$ cat config.mk
export PLATFORM = sky130hd
export DESIGN_NAME = json_token_scanner_top
export DESIGN_NICKNAME = d
export VERILOG_FILES = /design/src/rtl/jts_pkg.sv /design/src/rtl/json_token_scanner_top.sv /design/src/rtl/jts_scan.sv /design/src/rtl/jts_tok_fifo.sv
export SDC_FILE = /design/constraint.sdc
export NUM_CORES = 1
export LEC_CHECK = 0
export ABC_CLOCK_PERIOD_IN_PS = 11150
export BUFFER_PORTS_ARGS = -buffer_cell sky130_fd_sc_hd__buf_4
export CAP_MARGIN = 20
export CORE_ASPECT_RATIO = 1.25
export CORE_MARGIN = 2
export CORE_UTILIZATION = 35
export DETAILED_ROUTE_END_ITERATION = 6
export PLACE_DENSITY_LB_ADDON = 0.15
export SYNTH_ARGS = -nofsm -noshare
export SYNTH_HDL_FRONTEND = slang
export SYNTH_SLANG_ARGS = --single-unit
$ cat constraint.sdc
create_clock -name clk -period 11.15 [get_ports clk]
set_clock_uncertainty 0.15 [all_clocks]
set_input_delay 1.115 -clock clk [delete_from_list [all_inputs] [get_ports clk]]
set_output_delay 1.115 -clock clk [all_outputs]
set_load 0.1 [all_outputs]
$ cat src/rtl/jts_pkg.sv
// Shared types, byte codes and helper functions of the JSON token scanner.
// Used by jts_scan, jts_tok_fifo and json_token_scanner_top; depends on nothing.
package jts_pkg;

    localparam int POS_BITS    = 16;
    localparam int MAX_RESULTS = 3;
    localparam int NCAND       = 4;
    localparam int FIFO_DEPTH  = 4;
    localparam int FIFO_AW     = $clog2(FIFO_DEPTH);
    localparam int FIFO_CW     = $clog2(FIFO_DEPTH + 1);

    typedef logic [POS_BITS-1:0] pos_t;

    typedef enum logic [3:0] {
        TK_LBRACE   = 4'd0,
        TK_RBRACE   = 4'd1,
        TK_LBRACKET = 4'd2,
        TK_RBRACKET = 4'd3,
        TK_COLON    = 4'd4,
        TK_COMMA    = 4'd5,
        TK_STRING   = 4'd6,
        TK_INT      = 4'd7,
        TK_DOUBLE   = 4'd8,
        TK_TRUE     = 4'd9,
        TK_FALSE    = 4'd10,
        TK_NULL     = 4'd11,
        TK_UNKNOWN  = 4'd12,
        TK_EOF      = 4'd13
    } tok_kind_t;

    typedef struct packed {
        tok_kind_t   kind;
        logic [15:0] start;
        logic [15:0] length;
        logic        last;
    } token_t;

    // Candidate tokens of one beat, in order: close at byte, byte's own token,
    // close at end of source, end-of-file marker.
    typedef struct packed {
        logic [NCAND-1:0]   vld;
        token_t [NCAND-1:0] tok;
    } tok_batch_t;

    localparam logic [7:0] CH_LBRACE   = 8'h7B;
    localparam logic [7:0] CH_RBRACE   = 8'h7D;
    localparam logic [7:0] CH_LBRACKET = 8'h5B;
    localparam logic [7:0] CH_RBRACKET = 8'h5D;
    localparam logic [7:0] CH_COLON    = 8'h3A;
    localparam logic [7:0] CH_COMMA    = 8'h2C;
    localparam logic [7:0] CH_QUOTE    = 8'h22;
    localparam logic [7:0] CH_MINUS    = 8'h2D;
    localparam logic [7:0] CH_DOT      = 8'h2E;

    localparam logic [2:0] KW_ALL = 3'b111;

    function automatic logic is_digit(logic [7:0] b);
        return (b >= 8'h30) && (b <= 8'h39);
    endfunction

    function automatic logic is_alpha(logic [7:0] b);
        return ((b >= 8'h61) && (b <= 8'h7A)) || ((b >= 8'h41) && (b <= 8'h5A));
    endfunction

    function automatic logic is_space(logic [7:0] b);
        return (b == 8'h20) || ((b >= 8'h09) && (b <= 8'h0D));
    endfunction

    function automatic pos_t sat_inc(pos_t v);
        return (v == {POS_BITS{1'b1}}) ? v : pos_t'(v + pos_t'(1));
    endfunction

    function automatic logic [15:0] sat16(pos_t v);
        logic [31:0] w;
        w = 32'(v);
        return (w > 32'h0000_FFFF) ? 16'hFFFF : w[15:0];
    endfunction

    function automatic pos_t span(pos_t pos, pos_t first);
        return (pos >= first) ? pos_t'(pos - first) : '0;
    endfunction

    // Keyword 0 true, 1 false, 2 null
    function automatic logic [2:0] kw_len(logic [1:0] k);
        logic [2:0] r;
        case (k)
            2'd1:    r = 3'd5;
            default: r = 3'd4;
        endcase
        return r;
    endfunction

    function automatic logic [7:0] kw_char(logic [1:0] k, logic [2:0] idx);
        logic [7:0] r;
        r = 8'h00;
        case (k)
            2'd0:
            begin
                case (idx)
                    3'd0:    r = 8'h74;
                    3'd1:    r = 8'h72;
                    3'd2:    r = 8'h75;
                    3'd3:    r = 8'h65;
                    default: r = 8'h00;
                endcase
            end
            2'd1:
            begin
                case (idx)
                    3'd0:    r = 8'h66;
                    3'd1:    r = 8'h61;
                    3'd2:    r = 8'h6C;
                    3'd3:    r = 8'h73;
                    3'd4:    r = 8'h65;
                    default: r = 8'h00;
                endcase
            end
            2'd2:
            begin
                case (idx)
                    3'd0:    r = 8'h6E;
                    3'd1:    r = 8'h75;
                    3'd2:    r = 8'h6C;
                    3'd3:    r = 8'h6C;
                    default: r = 8'h00;
                endcase
            end
            default: r = 8'h00;
        endcase
        return r;
    endfunction

    // Drop every keyword candidate that the byte at word offset idx rules out
    function automatic logic [2:0] kw_feed(logic [2:0] m, logic [2:0] idx, logic [7:0] b);
        logic [2:0] r;
        r = m;
        for (int k = 0; k < 3; k++)
        begin
            if (m[k] && ((idx >= kw_len(2'(k))) || (kw_char(2'(k), idx) != b)))
                r[k] = 1'b0;
        end
        return r;
    endfunction

    function automatic tok_kind_t kw_kind(logic [2:0] m, logic [2:0] wlen);
        tok_kind_t r;
        r = TK_UNKNOWN;
        if (m[0] && (wlen == kw_len(2'd0)))
            r = TK_TRUE;
        if (m[1] && (wlen == kw_len(2'd1)))
            r = TK_FALSE;
        if (m[2] && (wlen == kw_len(2'd2)))
            r = TK_NULL;
        return r;
    endfunction

endpackage

$ cat src/rtl/json_token_scanner_top.sv
// JSON token scanner: one source byte per beat in, tokens out.
// Input beat: tdata = src_byte, tuser = byte_present, tlast = source_end.
// Output beat: tdata = token_start, token_length; tuser = token_kind;
// tlast = final token caused by the input beat (last_of_run).
// A beat with byte_present low carries no byte; with tlast it only ends
// the source, and with neither it does nothing.
// The tokens of a beat are registered in the token queue and offered from
// its head. Throughput: one byte per clock while each byte gives at most
// one token and the receiver takes every token; a beat that gives more than
// one token (up to 3) hands them out one at a time, and input backs up once
// the four-entry token queue cannot take another three.
// When the receiver stalls, tokens wait in the queue and s_axis_tready
// drops as soon as fewer than three places would be free.
// Reset empties the queue and starts a new source at offset 0; every end
// of source also restarts the offset at 0. No clearing pass is needed.
// Depends on jts_pkg, jts_scan and jts_tok_fifo.
module json_token_scanner_top
    import jts_pkg::*;
(
    input  logic        clk,
    input  logic        rst_n,
    input  logic        s_axis_tvalid,
    output logic        s_axis_tready,
    input  logic [7:0]  s_axis_tdata,   // [7:0] src_byte
    input  logic [0:0]  s_axis_tuser,   // [0] byte_present
    input  logic        s_axis_tlast,   // source_end
    output logic        m_axis_tvalid,
    input  logic        m_axis_tready,
    output logic [31:0] m_axis_tdata,   // [15:0] token_start, [31:16] token_length
    output logic [3:0]  m_axis_tuser,   // [3:0] token_kind
    output logic        m_axis_tlast    // last_of_run
);

    tok_batch_t batch;
    token_t     out_tok;
    logic       room;
    logic       accept;

    assign s_axis_tready = room;
    assign accept        = s_axis_tvalid && room;

    jts_scan u_scan (
        .clk          (clk),
        .rst_n        (rst_n),
        .accept       (accept),
        .src_byte     (s_axis_tdata),
        .byte_present (s_axis_tuser[0]),
        .source_end   (s_axis_tlast),
        .batch        (batch)
    );

    jts_tok_fifo u_fifo (
        .clk       (clk),
        .rst_n     (rst_n),
        .batch     (batch),
        .out_ready (m_axis_tready),
        .out_tok   (out_tok),
        .out_valid (m_axis_tvalid),
        .room      (room)
    );

    assign m_axis_tdata = {out_tok.length, out_tok.start};
    assign m_axis_tuser = out_tok.kind;
    assign m_axis_tlast = out_tok.last;

endmodule

$ cat src/rtl/jts_scan.sv
// Per-byte scanner: mode, offsets and keyword tracking, and the candidate
// tokens of each accepted beat. Depends on jts_pkg.
module jts_scan
    import jts_pkg::*;
(
    input  logic       clk,
    input  logic       rst_n,
    input  logic       accept,
    input  logic [7:0] src_byte,
    input  logic       byte_present,
    input  logic       source_end,
    output tok_batch_t batch
);

    typedef enum logic [2:0] {
        M_IDLE   = 3'd0,
        M_STRING = 3'd1,
        M_INT    = 3'd2,
        M_FRAC   = 3'd3,
        M_WORD   = 3'd4
    } mode_t;

    mode_t      mode_reg, mode_next;
    pos_t       pos_reg, pos_next;
    pos_t       pstart_reg, pstart_next;
    logic [2:0] kwm_reg, kwm_next;
    logic [2:0] wlen_reg, wlen_next;

    function automatic logic is_open(mode_t m);
        return (m == M_STRING) || (m == M_INT) || (m == M_FRAC) || (m == M_WORD);
    endfunction

    function automatic tok_kind_t close_kind(mode_t m, logic [2:0] kwm, logic [2:0] wlen);
        tok_kind_t r;
        unique case (m)
            M_STRING: r = TK_STRING;
            M_INT:    r = TK_INT;
            M_FRAC:   r = TK_DOUBLE;
            M_WORD:   r = kw_kind(kwm, wlen);
            default:  r = TK_UNKNOWN;
        endcase
        return r;
    endfunction

    always_comb
    begin
        logic   do_idle;
        token_t t;
        mode_next   = mode_reg;
        pos_next    = pos_reg;
        pstart_next = pstart_reg;
        kwm_next    = kwm_reg;
        wlen_next   = wlen_reg;
        do_idle     = 1'b0;
        t.kind      = TK_UNKNOWN;
        t.start     = '0;
        t.length    = '0;
        t.last      = 1'b0;
        batch.vld   = '0;
        for (int i = 0; i < NCAND; i++)
            batch.tok[i] = t;

        if (accept && byte_present)
        begin
            // Close an open token if this byte does not belong to it
            unique case (mode_reg)
                M_STRING:
                begin
                    if (src_byte == CH_QUOTE)
                    begin
                        batch.vld[0] = 1'b1;
                        mode_next    = M_IDLE;
                    end
                end
                M_INT:
                begin
                    if (src_byte == CH_DOT)
                        mode_next = M_FRAC;
                    else if (!is_digit(src_byte))
                    begin
                        batch.vld[0] = 1'b1;
                        do_idle      = 1'b1;
                    end
                end
                M_FRAC:
                begin
                    if (!is_digit(src_byte))
                    begin
                        batch.vld[0] = 1'b1;
                        do_idle      = 1'b1;
                    end
                end
                M_WORD:
                begin
                    if (is_alpha(src_byte) || is_digit(src_byte))
                    begin
                        kwm_next  = kw_feed(kwm_reg, wlen_reg, src_byte);
                        wlen_next = (wlen_reg == 3'd7) ? wlen_reg : 3'(wlen_reg + 3'd1);
                    end
                    else
                    begin
                        batch.vld[0] = 1'b1;
                        do_idle      = 1'b1;
                    end
                end
                default: do_idle = 1'b1;
            endcase
            batch.tok[0].kind   = close_kind(mode_reg, kwm_reg, wlen_reg);
            batch.tok[0].start  = sat16(pstart_reg);
            batch.tok[0].length = sat16(span(pos_reg, pstart_reg));

            batch.tok[1].start  = sat16(pos_reg);
            batch.tok[1].length = 16'd1;
            if (do_idle)
            begin
                mode_next = M_IDLE;
                unique case (src_byte)
                    CH_LBRACE:   begin batch.vld[1] = 1'b1; batch.tok[1].kind = TK_LBRACE;   end
                    CH_RBRACE:   begin batch.vld[1] = 1'b1; batch.tok[1].kind = TK_RBRACE;   end
                    CH_LBRACKET: begin batch.vld[1] = 1'b1; batch.tok[1].kind = TK_LBRACKET; end
                    CH_RBRACKET: begin batch.vld[1] = 1'b1; batch.tok[1].kind = TK_RBRACKET; end
                    CH_COLON:    begin batch.vld[1] = 1'b1; batch.tok[1].kind = TK_COLON;    end
                    CH_COMMA:    begin batch.vld[1] = 1'b1; batch.tok[1].kind = TK_COMMA;    end
                    CH_QUOTE:
                    begin
                        mode_next   = M_STRING;
                        pstart_next = sat_inc(pos_reg);
                    end
                    default:
                    begin
                        if (is_space(src_byte))
                            mode_next = M_IDLE;
                        else if ((src_byte == CH_MINUS) || is_digit(src_byte))
                        begin
                            mode_next   = M_INT;
                            pstart_next = pos_reg;
                        end
                        else if (is_alpha(src_byte))
                        begin
                            mode_next   = M_WORD;
                            pstart_next = pos_reg;
                            kwm_next    = kw_feed(KW_ALL, 3'd0, src_byte);
                            wlen_next   = 3'd1;
                        end
                        else
                        begin
                            batch.vld[1]      = 1'b1;
                            batch.tok[1].kind = TK_UNKNOWN;
                        end
                    end
                endcase
            end
            pos_next = sat_inc(pos_reg);
        end

        // End of source: close what is open after this byte, mark EOF, restart
        batch.tok[2].kind   = close_kind(mode_next, kwm_next, wlen_next);
        batch.tok[2].start  = sat16(pstart_next);
        batch.tok[2].length = sat16(span(pos_next, pstart_next));
        batch.tok[3].kind   = TK_EOF;
        batch.tok[3].start  = sat16(pos_next);
        if (accept && source_end)
        begin
            batch.vld[2] = is_open(mode_next);
            batch.vld[3] = 1'b1;
            mode_next    = M_IDLE;
            pos_next     = '0;
            pstart_next  = '0;
            kwm_next     = KW_ALL;
            wlen_next    = 3'd0;
        end

        for (int i = 0; i < NCAND; i++)
            batch.tok[i].last = batch.vld[i] && !(|(batch.vld >> (i + 1)));
    end

    always_ff @(posedge clk or negedge rst_n)
    begin
        if (!rst_n)
        begin
            mode_reg   <= M_IDLE;
            pos_reg    <= '0;
            pstart_reg <= '0;
            kwm_reg    <= KW_ALL;
            wlen_reg   <= 3'd0;
        end
        else
        begin
            mode_reg   <= mode_next;
            pos_reg    <= pos_next;
            pstart_reg <= pstart_next;
            kwm_reg    <= kwm_next;
            wlen_reg   <= wlen_next;
        end
    end

`ifndef NO_ASSERTIONS
    logic [NCAND-1:0] last_bits;
    always_comb
    begin
        for (int i = 0; i < NCAND; i++)
            last_bits[i] = batch.tok[i].last;
    end

    a_one_last: assert property (@(posedge clk) disable iff (!rst_n)
        (|batch.vld) |-> ($countones(last_bits & batch.vld) == 1))
        else $error("beat without exactly one final token");

    a_max_tokens: assert property (@(posedge clk) disable iff (!rst_n)
        $countones(batch.vld) <= MAX_RESULTS)
        else $error("more tokens than one beat may give");

    a_end_restart: assert property (@(posedge clk) disable iff (!rst_n)
        (accept && source_end) |=> (mode_reg == M_IDLE) && (pos_reg == '0))
        else $error("scanner not restarted after end of source");
`endif

endmodule

$ cat src/rtl/jts_tok_fifo.sv
// Four-entry token queue: takes up to three tokens per beat, hands out one.
// Depends on jts_pkg.
module jts_tok_fifo
    import jts_pkg::*;
(
    input  logic       clk,
    input  logic       rst_n,
    input  tok_batch_t batch,
    input  logic       out_ready,
    output token_t     out_tok,
    output logic       out_valid,
    output logic       room
);

    token_t              mem [FIFO_DEPTH];
    logic [FIFO_CW-1:0]  count_reg, count_next;
    logic [FIFO_AW-1:0]  rd_ptr_reg, rd_ptr_next;
    logic [FIFO_AW-1:0]  wr_ptr_reg, wr_ptr_next;
    logic [FIFO_AW-1:0]  waddr [NCAND];
    logic [FIFO_CW-1:0]  npush;
    logic                pop;

    assign out_valid = (count_reg != '0);
    assign out_tok   = mem[rd_ptr_reg];
    assign pop       = out_valid && out_ready;
    // Take a beat only while a full burst of tokens still fits
    assign room = (FIFO_CW'(count_reg - FIFO_CW'(pop)) <= FIFO_CW'(FIFO_DEPTH - MAX_RESULTS));

    always_comb
    begin
        logic [FIFO_CW-1:0] off;
        off = '0;
        for (int i = 0; i < NCAND; i++)
        begin
            waddr[i] = FIFO_AW'(wr_ptr_reg + FIFO_AW'(off));
            off      = FIFO_CW'(off + FIFO_CW'(batch.vld[i]));
        end
        npush       = off;
        count_next  = FIFO_CW'(count_reg + npush - FIFO_CW'(pop));
        wr_ptr_next = FIFO_AW'(wr_ptr_reg + FIFO_AW'(npush));
        rd_ptr_next = FIFO_AW'(rd_ptr_reg + FIFO_AW'(pop));
    end

    always_ff @(posedge clk)
    begin
        for (int i = 0; i < NCAND; i++)
        begin
            if (batch.vld[i])
                mem[waddr[i]] <= batch.tok[i];
        end
    end

    always_ff @(posedge clk or negedge rst_n)
    begin
        if (!rst_n)
        begin
            count_reg  <= '0;
            rd_ptr_reg <= '0;
            wr_ptr_reg <= '0;
        end
        else
        begin
            count_reg  <= count_next;
            rd_ptr_reg <= rd_ptr_next;
            wr_ptr_reg <= wr_ptr_next;
        end
    end

`ifndef NO_ASSERTIONS
    a_bound: assert property (@(posedge clk) disable iff (!rst_n)
        count_reg <= FIFO_CW'(FIFO_DEPTH))
        else $error("token queue occupancy out of range");

    a_no_overflow: assert property (@(posedge clk) disable iff (!rst_n)
        (|batch.vld) |-> ((32'(count_reg) - 32'(pop) + 32'(npush)) <= FIFO_DEPTH))
        else $error("token queue overflow");

    a_drain: assert property (@(posedge clk) disable iff (!rst_n)
        (pop && (npush == '0)) |=> (count_reg == FIFO_CW'($past(count_reg) - 1'b1)))
        else $error("token queue drain miscounted");
`endif

endmodule
### Yosys cells after proc, flatten, opt, wreduce, memory -nomap -nowiden

Memory sizes are Yosys's and may differ from the RTL's.
Index checks and enable logic that the tools add are counted.

| operators by class | value |
|---|---|
| $add $sub $neg | 15 |
| $lt $le $gt $ge | 15 |
| eq/ne operators | 33 |
| muxes and demuxes | 132 |
| reductions and logical operators | 44 |

Operators by type and width:

| kind | count |
|---|---|
| two-way mux 8 bit | 27 |
| two-way mux 16 bit | 11 |
| two-way mux 3 bit | 51 |
| two-way mux 36 bit | 2 |
| equality test 8 x 6 -> 1 bit, second input constant | 6 |
| != test 8 bit | 6 |
| two-way mux 37 bit | 1 |
| OR reduction 37 bit | 1 |
| one-hot mux 7 bit (5 select lines) | 1 |
| equality test 8 x 7 -> 1 bit, second input constant | 4 |
| >= comparator 16 bit | 2 |
| one-hot mux 16 bit (2 select lines) | 1 |
| one-hot mux 4 bit (4 select lines) | 2 |
| subtractor 16 bit | 2 |
| one-hot mux 7 bit (4 select lines) | 1 |
| two-way mux 1 bit | 24 |
| one-hot mux 4 bit (6 select lines) | 1 |
| equality test 3 bit, second input constant | 7 |
| one-hot mux 7 bit (3 select lines) | 1 |
| logical AND 1 bit | 20 |
| equality test 3 x 2 -> 1 bit, second input constant | 6 |
| adder 16 x 1 -> 16 bit, second input constant | 1 |
| equality test 16 bit, second input constant | 1 |
| >= comparator 8 x 7 -> 1 bit, second input constant | 2 |
| 29 further kinds | 58 |

| word-level totals | value |
|---|---|
| flip-flop bits (word level) | 48 |
| bits in writable memories | 148 |
| word-level logic and storage cells | 248 |
| memories kept | 1 |

Memories:

| name | words | width | rd ports | clocked after Yosys merged registers in | wr ports | line | RTL |
|---|---|---|---|---|---|---|---|
| u_fifo.mem | 4 | 37 | 1 | 0 | 3 | jts_tok_fifo.sv:15 | `token_t mem [FIFO_DEPTH];` |

### Longest topological paths before layout

| logic depth | value |
|---|---|
| depth in word-level cells | 25 |
| mapped depth | 24 |
| depth with buffers taken out | 22 |

### By module

Synthesis repeated with hierarchy kept, for this count alone.

| unflattened totals | value |
|---|---|
| cells, all modules | 1768 |
| area, all modules | 16947.5 µm² |

Modules (own cells, without submodules):

| module | instances | cells each | area an instance (µm²) | sequential area each (µm²) |
|---|---|---|---|---|
| jts_tok_fifo | 1 | 980 | 11245.8 | 4619.4 |
| jts_scan | 1 | 787 | 5695.5 | 1029.7 |
| json_token_scanner_top | 1 | 1 | 6.3 | 0.0 |

### Least setup slack after synthesis

No wires, ideal clock.

| timing | value |
|---|---|
| path type | register -> register |
| start | register u_fifo.count_reg[1] |
| end | memory u_fifo.mem[0][0] in the netlist's numbering, enable pin |
| arrival | 6.339 ns |
| required time | 10.575 ns |
| path slack | 4.236 ns |
| cell stages (with the launch flop) | 23 |
| buffers on the path | 4 |
| cell sequence | dfrtp_1 -> or3_1 -> and2_1 -> ha_1 -> ha_1 -> xnor2_1 -> and2_1 -> nand3_1 -> clkinv_1 -> o21ai_0 -> mux2_4 -> buf_6 -> buf_6 -> buf_4 -> nand2_1 -> nand2_1 -> ha_1 -> xor2_1 -> xor2_1 -> o22ai_2 -> buf_2 -> nand2_1 -> nand3_1 |

RTL lines:

| item | line | RTL |
|---|---|---|
| start: declaration | jts_tok_fifo.sv:16 | `logic [FIFO_CW-1:0] count_reg, count_next;` |
| start signal: assignment | jts_tok_fifo.sv:63 | `count_reg <= count_next;` |
| end: declaration | jts_tok_fifo.sv:15 |  |

==> results.yml <==
critical_path:
  endpoint_kind: "register"
  r2r-end: "u_fifo.mem[2][23]"
  cp-startpoint: "u_fifo.count_reg[1]"
  reg2reg_from: "u_fifo.count_reg[1]"
  crit_type: "reg -> reg"
  cp-start-kind: "register"
  reg2reg_slack_ps: 3370
  worstPathRequired_ps: 11090
  critical_path.max_fanout: 78
  r2r_cells: 19
  cp.arrival_ps: 7720
place:
  place_hpwl_mm: 38.7
  dpl_cell_area_um2: 15400
  io_buffers: 52
  routabilityCongestion: 0.911
  dp_cells: 2150
finish:
  largest_reg_flops: 148
  area.growth.synth_to_final_pct: 9.09
  layout.nets: 1685
  finalNonFillerCells: 2184
  postLayoutCellArea_um2: 16000
  n_fill_cell: 4128
  layout-drive-gt1-share_pct: 13.5
cts:
  path_clk_slew_ps: 70
  cts_inserted_buffers: 17
  clockBufferDepth: 2
  post_cts_buffers: 0
  cts_tree: "built"
  clock-root-buffer: "clkbuf_16"
  htree_num_levels: 4
  clock_latency_ps: 480
  cts_sinks: 196
  postCtsHoldBufs: 0
  cts-resized-gates: 0
hold_path:
  hold_path_depth: 1
  worstHoldPathType: "reg -> reg"
  worstHoldStart: "u_fifo.rd_ptr_reg[1]"
  min_to: "u_fifo.rd_ptr_reg[1]"
synthesis:
  yosys.area.top_type: "edfxtp_1"
  synth_cell_types: 87
  avgSynthCellArea_um2: 8.83
  yosysMostFrequentCell: "nand2_1"
  syn-num-nets: 1729
  async_flop_share_pct: 24.5
  synth_area_um2: 14700
  synth_flop_cell: "dfxtp_1"
  yosysTopAreaCellShare_pct: 13.9
  synth_common_cells: "nand2_1, clkbuf_1, nand3_1, nor2_1, a211oi_1"
  yosysWarnings: 0
  yosys_register_bits: 196
  synthCells: 1662
  seq_area_frac_synth_pct: 33.0
  synthTopCellsByArea: "edfxtp_1, dfxtp_1, dfrtp_1"
  synth_edf_count: 68
global_routing:
  grt_pass1_vias: 13400
  grt.total_usage_pct: 26.0
  grt-busiest-layer: "met2"
  grt_use_met1_pct: 33.7
  grtUsageMet2_pct: 42.8
  antenna_found_initial: 0
  grt_max_degree: 79
  grt-ovfl-total: 0
  gr-usage-met3_pct: 3.18
  grt_pass1_wl_mm: 85.6
die:
  ioPinCount: 53
  start_util_pct: 35.6
  coreArea_um2: 41200
  die_y_um: 233
  rows: 83
  die_area_um2: 43600
  die_w_um: 187
timing:
  post-route-period-util_pct: 69.7
  report.final.hold_viol_count: 0
  tns_ps: 0
  max_freq_mhz: 129
  rsz0062_at_grt: "no"
  tightest_slew_ps: 1070
  finalSetupViolCount: 0
  fin_crit_ps: 7780
  drv_slew: 0
  slew_headroom_pct: 28.1
route:
  drtIter0Drc: 1502
  avgViaCountPerCell: 6.29
  routed_wl_mm: 56.3
  drc: 0
  firstDrtPassIters: 5
  avgRoutedWirePerCell_um: 25.8
  vias: 13700
  antenna_left: 0
power:
  p_leak_nw: 5.59
  p_per_area_nw_per_um2: 308
  irDropWorstVdd_mv: 0.209
run_status:
  status: "finished clean"
run:
  maxCapViolCount: 0
critical path, stage by stage, from the launching register on:
cell and delay [ps]:
dfrtp_1 380, or3_1 380, and2_1 200, ha_1 230, ha_1 220, xnor2_1 190, and4_2 400, buf_4 710
a21oi_1 170, o21ai_0 190, mux2_4 480, inv_2 160, nand2_1 110, nand2_1 90, ha_4 170, xor2_1 560
xor2_1 550, a22o_4 760, nand2_1 400, nand3_1 830
layer usage:
layer / share of wire [%] / wire length, um
met5: 0 / 0
met2: 47 / 26300
met1: 43 / 24200
met4: 4.6 / 2570
met3: 5.8 / 3250
cell type report:
class | count | area (um^2) | area share, %
repair buffers | 80 | 611 | 3.81
clock inverters | 13 | 149 | 0.930
multi-input cells | 1273 | 9080 | 56.7
flip-flops and latches | 196 | 4850 | 30.3
clock buffers | 19 | 433 | 2.70
inverters | 50 | 188 | 1.17
well taps | 552 | 691 | 4.31
diodes | 1 | 2.50 | 0.0156
how the worst max path moves through the flow:
stage	to	slack [ps]	cells past startpoint
floorplan	u_fifo.mem[0][0]	4240	22
global placement	u_fifo.mem[2][23]	3110	19
detailed placement	u_fifo.mem[2][23]	3010	19
CTS	u_fifo.mem[2][23]	3400	19
global route	u_fifo.mem[2][23]	2920	19
finish	u_fifo.mem[2][23]	3370	19
through the flow:
step	util [%]	setup WS, ps	hold slack (ps)	total power [W]
final	38.8	3370	324	0.00493
after CTS	38.8	3400	324	0.00492
after detailed placement	37.4	3010	314	0.00428
after global routing	38.8	2920	349	0.00519
after floorplan	-	4240	296	0.00343
after global placement	37.3	3110	303	0.00427
logic make-up after synthesis:
| logic type | share of synthesized area [%] |
|---|---|
| simple gates | 20.8 |
| compound gates | 22.6 |
| flops | 33.0 |
| buf+inv | 5.47 |
| mux | 10.5 |
| fa+ha+maj | 4.78 |
| xor+xnor | 2.81 |
placed cells by master, fill, tap and decap left out, drive strengths merged, types with 8 or more instances in the layout:
master and count:
dfxtp 80, a221oi 34, and2 42, buf 79, edfxtp 68, or2 11
o211ai 74, mux2 33, dfrtp 45, mux4 37, mux2i 33, nand3b 8
ha 48, nand2b 9, a31oi 17, and3 11, nand4 67, nor4 8
or3 19, nand3 101, o21ai 62, a21o 16, a211oi 86, o21a 12
a22oi 11, clkbuf 19, nand2 164, nor3 31, a21oi 80, inv 54
nor2 92, nor2b 14, xor2 16, xnor2 31
power by group:
group / leakage (nW) / switching, W / internal (W) / total (W)
clock network: 0.277 / 0.000302 / 0.000334 / 0.000636
registers: 1.89 / 0.000183 / 0.000968 / 0.00115
logic: 3.43 / 0.00219 / 0.000951 / 0.00314
No activity file was read; power rests on OpenSTA's default activity.
